$ cat src/sv/lkvc_pkg.sv
package lkvc_pkg;

	localparam int CAPACITY_MAX_DEF = 16;
	localparam int CFG_W            = 5;
	localparam int KEY_W            = 16;
	localparam int DATA_W           = 32;
	localparam logic [CFG_W-1:0] CAPACITY_RESET = 5'd16;

	localparam logic FUNC_GET = 1'b0;
	localparam logic FUNC_PUT = 1'b1;

	localparam logic signed [DATA_W-1:0] MISS_VALUE = -32'sd1;

	typedef struct packed {
		logic                     func;
		logic [KEY_W-1:0]         key;
		logic signed [DATA_W-1:0] write_value;
	} req_t;

	typedef struct packed {
		logic                     hit;
		logic signed [DATA_W-1:0] read_value;
	} rsp_t;

	typedef enum logic [4:0] {
		ST_IDLE   = 5'b00001,
		ST_SCAN   = 5'b00010,
		ST_DECIDE = 5'b00100,
		ST_AGE    = 5'b01000,
		ST_OUT    = 5'b10000
	} state_t;

endpackage

$ cat src/sv/lru_key_value_cache.sv
// channel | direction | valid     | stall     | payload
// request | in        | req_valid | req_stall | req (func, key, write_value)
// result  | out       | rsp_valid | rsp_stall | rsp (hit, read_value)
// config  | in        | cfg_we    | -         | cfg_wdata (capacity)
// an item passes a scan, a decide step and an aging pass before its result
// shows, a get miss skips the aging pass: one entry per cycle through a single
// key compare and age compare, once to search and once to age the entries.
// reset clears valid marks, ages, fill count and sets capacity to 16.
// req_stall is high from acceptance until the result item is taken.
module lru_key_value_cache
	import lkvc_pkg::*;
#(
	parameter int CAPACITY_MAX = CAPACITY_MAX_DEF
) (
	input  logic             clk,
	input  logic             arst_n,
	input  logic             req_valid,
	output logic             req_stall,
	input  req_t             req,
	output logic             rsp_valid,
	input  logic             rsp_stall,
	output rsp_t             rsp,
	input  logic             cfg_we,
	input  logic [CFG_W-1:0] cfg_wdata
);

	localparam int IDX_W = (CAPACITY_MAX > 1) ? $clog2(CAPACITY_MAX) : 1;
	localparam int CNT_W = $clog2(CAPACITY_MAX + 1);
	localparam int CMP_W = (CNT_W > CFG_W) ? CNT_W : CFG_W;
	localparam logic [IDX_W-1:0] IDX_LAST = IDX_W'(CAPACITY_MAX - 1);
	localparam logic [CMP_W-1:0] CAP_LIMIT = CMP_W'(CAPACITY_MAX);

	state_t state_q;

	logic [CFG_W-1:0] capacity_q;
	req_t             req_q;
	rsp_t             rsp_q;
	logic [IDX_W-1:0] idx_q;
	logic [CNT_W-1:0] used_q;

	logic              valid_q [CAPACITY_MAX];
	logic [IDX_W-1:0]  age_q   [CAPACITY_MAX];
	logic [KEY_W-1:0]  key_q   [CAPACITY_MAX];
	logic [DATA_W-1:0] data_q  [CAPACITY_MAX];

	logic             found_q;
	logic [IDX_W-1:0] slot_q;
	logic [IDX_W-1:0] slot_age_q;
	logic             any_q;
	logic [IDX_W-1:0] best_q;
	logic [IDX_W-1:0] best_age_q;
	logic             free_found_q;
	logic [IDX_W-1:0] free_q;
	logic [IDX_W-1:0] target_q;
	logic [IDX_W-1:0] thr_q;
	logic             inc_all_q;

	logic [CMP_W-1:0] cap_ext;
	logic [CMP_W-1:0] eff_cap;
	logic             full;
	logic             is_put;
	logic             do_evict;
	logic             do_write;
	logic [IDX_W-1:0] wr_slot;
	logic             idx_last;

	assign req_stall = (state_q != ST_IDLE);
	assign rsp_valid = (state_q == ST_OUT);
	assign rsp       = rsp_q;
	assign idx_last  = (idx_q == IDX_LAST);
	assign is_put    = (req_q.func == FUNC_PUT);

	// effective capacity, clamped to 1 .. CAPACITY_MAX
	always_comb begin
		cap_ext = CMP_W'(capacity_q);
		if (cap_ext == '0) begin
			eff_cap = CMP_W'(1);
		end else if (cap_ext > CAP_LIMIT) begin
			eff_cap = CAP_LIMIT;
		end else begin
			eff_cap = cap_ext;
		end
		full     = (CMP_W'(used_q) >= eff_cap);
		do_evict = full && any_q;
		do_write = is_put;
		if (found_q) begin
			wr_slot = slot_q;
		end else if (do_evict) begin
			wr_slot = best_q;
		end else begin
			wr_slot = free_q;
		end
	end

	always_ff @(posedge clk or negedge arst_n) begin
		if (!arst_n) begin
			capacity_q <= CAPACITY_RESET;
		end else if (cfg_we) begin
			capacity_q <= cfg_wdata;
		end
	end

	always_ff @(posedge clk or negedge arst_n) begin
		if (!arst_n) begin
			state_q      <= ST_IDLE;
			idx_q        <= '0;
			used_q       <= '0;
			found_q      <= 1'b0;
			any_q        <= 1'b0;
			free_found_q <= 1'b0;
			inc_all_q    <= 1'b0;
			for (int i = 0; i < CAPACITY_MAX; i++) begin
				valid_q[i] <= 1'b0;
				age_q[i]   <= '0;
			end
		end else begin
			unique case (state_q)
				ST_IDLE: begin
					if (req_valid) begin
						state_q      <= ST_SCAN;
						idx_q        <= '0;
						found_q      <= 1'b0;
						any_q        <= 1'b0;
						free_found_q <= 1'b0;
					end
				end
				ST_SCAN: begin
					if (valid_q[idx_q] && key_q[idx_q] == req_q.key && !found_q) begin
						found_q <= 1'b1;
					end
					if (valid_q[idx_q] && (!any_q || age_q[idx_q] > best_age_q)) begin
						any_q <= 1'b1;
					end
					if (!valid_q[idx_q] && !free_found_q) begin
						free_found_q <= 1'b1;
					end
					if (idx_last) begin
						state_q <= ST_DECIDE;
					end
					idx_q <= idx_q + 1'b1;
				end
				ST_DECIDE: begin
					idx_q <= '0;
					if (!found_q && !is_put) begin
						state_q <= ST_OUT;
					end else begin
						state_q <= ST_AGE;
						if (found_q) begin
							inc_all_q <= 1'b0;
						end else if (do_evict) begin
							inc_all_q <= 1'b0;
						end else begin
							// fresh insert: every other valid entry ages
							inc_all_q        <= 1'b1;
							valid_q[free_q]  <= 1'b1;
							used_q           <= used_q + 1'b1;
						end
						age_q[wr_slot] <= '0;
					end
				end
				ST_AGE: begin
					if (valid_q[idx_q] && idx_q != target_q &&
						(inc_all_q || age_q[idx_q] < thr_q)) begin
						age_q[idx_q] <= age_q[idx_q] + 1'b1;
					end
					if (idx_last) begin
						state_q <= ST_OUT;
					end
					idx_q <= idx_q + 1'b1;
				end
				ST_OUT: begin
					if (!rsp_stall) begin
						state_q <= ST_IDLE;
					end
				end
				default: begin
					state_q <= ST_IDLE;
				end
			endcase
		end
	end

	// payload capture, scan bookkeeping, and response and entry writes
	always_ff @(posedge clk) begin
		if (state_q == ST_IDLE && req_valid) begin
			req_q <= req;
		end
		if (state_q == ST_SCAN) begin
			if (valid_q[idx_q] && key_q[idx_q] == req_q.key && !found_q) begin
				slot_q     <= idx_q;
				slot_age_q <= age_q[idx_q];
			end
			if (valid_q[idx_q] && (!any_q || age_q[idx_q] > best_age_q)) begin
				best_q     <= idx_q;
				best_age_q <= age_q[idx_q];
			end
			if (!valid_q[idx_q] && !free_found_q) begin
				free_q <= idx_q;
			end
		end
		if (state_q == ST_DECIDE) begin
			target_q  <= wr_slot;
			thr_q     <= found_q ? slot_age_q : best_age_q;
			rsp_q.hit <= found_q;
			if (is_put) begin
				rsp_q.read_value <= '0;
			end else if (found_q) begin
				rsp_q.read_value <= data_q[slot_q];
			end else begin
				rsp_q.read_value <= MISS_VALUE;
			end
			if (do_write) begin
				data_q[wr_slot] <= req_q.write_value;
				key_q[wr_slot]  <= req_q.key;
			end
		end
	end

endmodule
$ cat config.mk
export PLATFORM = sky130hd
export DESIGN_NAME = lru_key_value_cache
export DESIGN_NICKNAME = d
export VERILOG_FILES = /design/src/sv/lkvc_pkg.sv /design/src/sv/lru_key_value_cache.sv
export SDC_FILE = /design/constraint.sdc
export NUM_CORES = 1
export LEC_CHECK = 0
export BUFFER_PORTS_ARGS = -buffer_cell sky130_fd_sc_hd__buf_2
export CORE_AREA = 2 2 269 271
export CTS_CLUSTER_DIAMETER = 80
export DETAILED_ROUTE_END_ITERATION = 10
export DIE_AREA = 0 0 271 273
export PLACE_DENSITY_LB_ADDON = 0.1
export SETUP_SLACK_MARGIN = 0.02
export SLEW_MARGIN = 40
export SYNTH_ARGS = -nofsm -noshare
export SYNTH_HDL_FRONTEND = slang
export SYNTH_SLANG_ARGS = --single-unit
$ cat constraint.sdc
create_clock -name clk -period 15.5 [get_ports clk]
set_input_delay 1.55 -clock clk [delete_from_list [all_inputs] [get_ports clk]]
set_output_delay 1.55 -clock clk [all_outputs]
set_load 0.005 [all_outputs]
==> flow_summary.json, run 1 <==
{
  "whs_path_depth": 2,
  "vias": 18858,
  "postLayoutCoreUtil_pct": 61.7,
  "numCtsBuffers": 99,
  "path_max_fanout": 31,
  "grt_overflow": 0,
  "die_width_um": 271,
  "dieArea_mm2": 0.0740,
  "first_iter_violations": 1929,
  "hold_start": "valid_q[2]",
  "grt_pass1_vias": 19673,
  "setup_violations": 0,
  "initial_utilization_pct": 54.6,
  "grt_max_degree": 70,
  "antenna_found_initial": 2,
  "worst_clock_skew_ns": 0.0195,
  "p_leak_nw": 14.7,
  "synth_top_area_share_pct": 68.0,
  "synth_top_cell_by_area": "edfxtp_1",
  "place_area_mm2": 0.0405,
  "cp_data_required_time_ns": 15.77,
  "postRouteAntennaNets": 0,
  "core_area_mm2": 0.0710,
  "port_buffers": 93,
  "startpoint_type": "register",
  "multi_input_area_mm2": 0.00918,
  "post_cts_buffers": 0,
  "h-tree-depth": 3,
  "insertedDiodeCount": 0,
  "endpoint_kind": "register",
  "reg2reg_slack_ns": 10.62,
  "maxCapViolations": 0,
  "drive_gt1_share_pct": 27.2,
  "reg2regPathDepth": 12,
  "syn-num-nets": 1966,
  "netlist_top_cells_area": "edfxtp_1, mux4_2, dfrtp_1",
  "clock_latency_ns": 0.65,
  "fill_cells": 4956,
  "power_density_mw_per_mm2": 136,
  "final_cell_area_mm2": 0.0438,
  "synth-seq-cells": 985,
  "seqCellArea_mm2": 0.0290,
  "hold_end": "valid_q[2]",
  "fmax_ghz": 0.205,
  "crit_arrival_ns": 5.15,
  "synth-async-reset-ratio_pct": 10.5,
  "criticalPathCategory": "reg2reg",
  "wl_mm": 85.2,
  "avgViaCountPerCell": 6.15,
  "final.period_utilization_pct": 31.5,
  "syn_area_mm2": 0.0388,
  "cts_sinks": 985,
  "cts_hold_buf": 0,
  "synth_flop_cell": "edfxtp_1",
  "wl_per_cell_um": 27.8,
  "syn_avg_cell_area_um2": 20.5,
  "synthCells": 1889,
  "r2r-end": "data_q[12][6]",
  "worst_pin_slew_ns": 0.834,
  "cts.repair.resized": 0,
  "area_growth_pct": 13.0,
  "fin_crit_ns": 4.88,
  "cts_root_buffer": "clkbuf_16",
  "track_usage_pct": 23.6,
  "rows": 98,
  "rsz0062_at_grt": "false",
  "report.final.hold_viol_count": 0,
  "ys_seq_area_share_pct": 74.8,
  "peakVddDrop_uv": 102,
  "synth_edf_count": 878,
  "cts_tree": "done",
  "max_slew_margin_pct": 44.3,
  "firstDrtPassIters": 5,
  "ys_types": 75,
  "drc": 0,
  "yosys_warnings": 0,
  "die_height_um": 273,
  "dpl.hpwl_mm": 47.0,
  "drv_slew": 0,
  "fin_setup_tns_ns": 0,
  "whs_ns": 0.465,
  "fin_nets": 2112,
  "gp_congestion": 0.856,
  "ios": 94,
  "r2r-start": "cap_ext[4]",
  "cp-startpoint": "cap_ext[4]",
  "clk_pin_slew_worst_paths_ns": 0.06,
  "grt_pass1_wl_mm": 129,
  "cts_max_path_buffers": 3,
  "hold_class": "reg2reg",
  "status": "finished, final reports clean"
}
## cell families after synthesis
group                      Yosys count  share of synthesized area [%]
DFF                                985                           74.8
adders and majority gates           18                          0.581
buffers and inverters              161                           1.85
muxes                              296                           15.6
AOI/OAI and AO/OA                  217                           4.10
xor gates and xnor gates            31                          0.719
and+or+nand+nor                    181                           2.35
## how the worst max path moves through the flow
stage	slack [ns]	to	cells past startpoint
2_1_floorplan	10.34	data_q[0][0]	11
3_3_place_gp	10.79	data_q[12][31]	12
3_5_place_dp	10.68	data_q[5][1]	12
4_1_cts	10.63	data_q[12][7]	12
5_1_grt	10.41	key_q[12][0]	12
6_report	10.62	data_q[12][6]	12
## cell type report
type	count	area share, %
clock buffers	126	6.22
inverters	71	0.611
repair buffers	135	2.08
clock inverters	56	1.15
flip-flops and latches	985	66.3
multi-input cells	743	20.9
well taps	950	2.71
## registers in the layout (all words and copies together), names as in the netlist, 4 cells and up, named ones only
register,flops
slot_age_q,4
rsp,33
cap_ext,5
key_q,256
age_q,64
used_q,5
req_q,48
data_q,512
state_q,5
free_q,4
valid_q,16
idx_q,4
slot_q,4
target_q,4
thr_q,4
best_age_q,4
best_q,4
## cells in the mapped netlist (5+ instances only)
master and number:
nor3_1 10, nand3b_1 5, a2bb2o_1 7, nor2_1 47
inv_1 70, mux2_2 14, clkbuf_1 47, nor2b_1 9
a21oi_1 50, a21o_1 7, and3_1 9, edfxtp_1 878
a221oi_1 5, a31oi_1 6, nand2_1 50, o21ai_0 22
buf_1 15, nand3_1 11, xor2_1 8, dfrtp_1 101
o22ai_1 13, nand4_1 5, a32o_1 17, a22oi_1 7
buf_2 16, mux4_2 228, xnor2_1 22, nand2b_1 10
and2_1 7, o31ai_1 7, o2bb2ai_1 7, mux4_1 11
mux2i_1 38, ha_1 18, a22o_1 32, o21bai_1 12
buf_6 6
## through the flow
stage	setup slack, ns	total power, mW	cells
2_1_floorplan	10.34	3.49	1889
6_report	10.62	5.97	3066
3_5_place_dp	10.68	3.67	2881
5_1_grt	10.41	6.17	3066
4_1_cts	10.63	6.02	3063
3_3_place_gp	10.79	3.66	2879
## worst max-delay path: stages (launching register included)
cell and delay (ns):
dfstp_2 0.53, inv_1 0.07, nand2_1 0.07, ha_1 0.23, a21o_1 0.19, a21o_1 0.17
a211o_1 0.36, nand3_1 0.11, o311a_1 0.33, nor2b_1 0.58, nand3_1 0.45, nor2_4 0.77
buf_4 0.64
## routing by layer
layer	wire length [um]	up-vias	track usage [%]
met5	13	-	0
met4	1850	2	6.60
met3	4540	123	3.24
met2	41900	600	38.0
met1	36900	10052	34.3
li1	-	8081	-
## where the power goes
part	switching, mW	internal, mW	total, mW	leakage, nW
logic	0.272	0.183	0.455	3.77
registers	0.132	3.03	3.16	9.36
clock network	0.980	1.38	2.36	1.60
total	1.38	4.59	5.97	14.7
## placed cells by master (no fill, tap or decap), drive strengths merged, types with 10 or more instances in the layout
| cell type | count |
|---|---|
| clkinv | 42 |
| clkbuf | 126 |
| mux4 | 239 |
| mux2i | 39 |
| a32o | 17 |
| o21ai | 23 |
| mux2 | 18 |
| inv | 75 |
| a21oi | 50 |
| ha | 18 |
| xnor2 | 23 |
| nand2 | 50 |
| nand3 | 11 |
| o22ai | 13 |
| o21bai | 12 |
| buf | 135 |
| edfxtp | 878 |
| nor3 | 11 |
| dfrtp | 101 |
| nand2b | 10 |
| a22o | 32 |
| nor2 | 47 |
(Power assumes the default switching activity.)
==> inputs of run 2 (changes only) <==
- clock period: 15.5 -> 5 ns (I/O delays scaled with it)
==> flow_summary.json, run 2 (synthesized netlist as in run 1, its figures left out) <==
{
  "p_leak_nw": 14.9,
  "track_usage_pct": 24.0,
  "cts_root_buffer": "clkbuf_16",
  "drc": 0,
  "grt_pass1_vias": 19950,
  "firstDrtPassIters": 5,
  "crit_arrival_ns": 4.69,
  "criticalPathCategory": "reg2reg",
  "die_width_um": 271,
  "fin_setup_tns_ns": 0,
  "path_max_fanout": 12,
  "drive_gt1_share_pct": 26.2,
  "wl_per_cell_um": 27.7,
  "slowest_delay_ns": 0.58,
  "die_height_um": 273,
  "drv_slew": 0,
  "h-tree-depth": 3,
  "grt_max_degree": 129,
  "whs_path_depth": 1,
  "dieArea_mm2": 0.0740,
  "fmax_ghz": 0.229,
  "dpl.hpwl_mm": 47.5,
  "final_cell_mix": "edfxtp_1, mux4_2, clkbuf_16",
  "grt_overflow": 0,
  "worst_path_max_delay_cell": "nor2_4",
  "worst-path-buf-inv": 2,
  "final.period_utilization_pct": 87.2,
  "endpoint_kind": "register",
  "antenna_found_initial": 0,
  "report.final.hold_viol_count": 0,
  "reg2reg_slack_ns": 0.64,
  "rows": 98,
  "clk_pin_slew_worst_paths_ns": 0.06,
  "hold_start": "req[21]",
  "gp_congestion": 0.859,
  "cts_sinks": 985,
  "postLayoutCoreUtil_pct": 62.6,
  "largest_reg_flops": 512,
  "cts_tree": "done",
  "postRouteAntennaNets": 0,
  "avgViaCountPerCell": 6.20,
  "insertedDiodeCount": 0,
  "largestRegisters": "data_q: 512 flops, key_q: 256 flops, age_q: 64 flops",
  "setup_violations": 0,
  "layout_commonest_cell": "edfxtp_1",
  "cp_data_required_time_ns": 5.33,
  "max_slew_margin_pct": 49.1,
  "vias": 19339,
  "peakVddDrop_uv": 425,
  "area_growth_pct": 14.5,
  "hold_end": "req_q[21]",
  "startpoint_type": "register",
  "core_area_mm2": 0.0710,
  "wl_mm": 86.4,
  "initial_utilization_pct": 54.6,
  "cts_max_path_buffers": 3,
  "largest-register": "data_q",
  "worst_clock_skew_ns": 0.0236,
  "hold_class": "in2reg",
  "path_cells": "inv_1 -> nand2_1 -> ha_1 -> a21o_1 -> a21o_1 -> a211o_1 -> nand3_1 -> o311a_1 -> nor2b_1 -> nand3_1 -> nor2_4 -> buf_4",
  "clock_latency_ns": 0.66,
  "ios": 94,
  "fin_crit_ns": 4.36,
  "r2r-start": "cap_ext[4]",
  "power_density_mw_per_mm2": 414,
  "rsz0062_at_grt": "false",
  "cp_top_family": "simple AND/OR/NAND/NOR gates",
  "maxCapViolations": 0,
  "fin_nets": 2166,
  "reg2regPathDepth": 12,
  "numCtsBuffers": 100,
  "status": "finished, final reports clean",
  "r2r-end": "key_q[14][11]",
  "grt_pass1_wl_mm": 131,
  "worst_pin_slew_ns": 0.744,
  "port_buffers": 93,
  "first_iter_violations": 1992
}
run 2: cell types whose count changed in the layout (fill, tap and decap cells not counted), moves of 4 or more:
cell / delta
clkinv_1: +11
clkinv_2: -12
clkbuf_1: +11
buf_6: -9
dlygate4sd3_1: +40
buf_12: +21
bufinv_16: -4
run 2: repair_timing:
item / 4_1_cts / 5_1_grt
endpoints found under the hold margin: 104 / 0
hold buffers: 40 / 0
buffers inserted: 0 / 0
resized for setup: 0 / 0
endpoints found under the setup margin: 0 / 0
run 2: worst max-delay path by stage:
stage,endpoint,start,depth (start not counted),slack (ns)
floorplan,data_q[0][0],cap_ext[4],11,-0.16
global placement,data_q[14][16],cap_ext[4],12,0.76
detailed placement,data_q[14][17],cap_ext[4],12,0.65
CTS,key_q[14][11],cap_ext[4],12,0.60
global route,data_q[14][16],cap_ext[4],12,0.41
finish,key_q[14][11],cap_ext[4],12,0.64
run 2: worst register-to-register path: stages (launching register included):
cell and delay (ns):
dfstp_2 0.53, inv_1 0.08, nand2_1 0.08, ha_1 0.25, a21o_1 0.19, a21o_1 0.17, a211o_1 0.36, nand3_1 0.11
o311a_1 0.36, nor2b_1 0.52, nand3_1 0.44, nor2_4 0.58, buf_4 0.36
run 2: through the flow:
step	setup slack (ns)	hold WS, ns	total power [mW]	area (um^2)	std cells
after floorplan	-0.156	0.204	10.8	38800	1889
after global placement	0.761	0.440	11.4	40900	2896
after detailed placement	0.647	0.452	11.4	40900	2896
after CTS	0.599	0.00878	18.5	44400	3120
after global routing	0.411	0.0121	19.0	44400	3121
final	0.639	0.0396	18.4	44400	3121
run 2: layer usage:
metal | track usage (%) | wire length [um] | part of all wire, %
met5 | 0 | 0 | 0
met4 | 6.19 | 1920 | 2.2
met3 | 3.78 | 4700 | 5.4
met2 | 39.1 | 42700 | 49
met1 | 34.5 | 37100 | 43
run 2: area by class of cell:
class,instances,area (um^2)
flip-flops and latches,985,29100
fillers,4895,26600
multi-input cells,743,9180
clock buffers,132,2710
repair buffers,188,1620
well taps,950,1190
clock inverters,52,423
inverters,71,267
run 2: where the power goes:
part           switching (mW)  total, mW  internal [mW]
Clock                    3.07       7.09           4.02
Sequential              0.377       9.76           9.39
Combinational           0.921       1.52          0.597
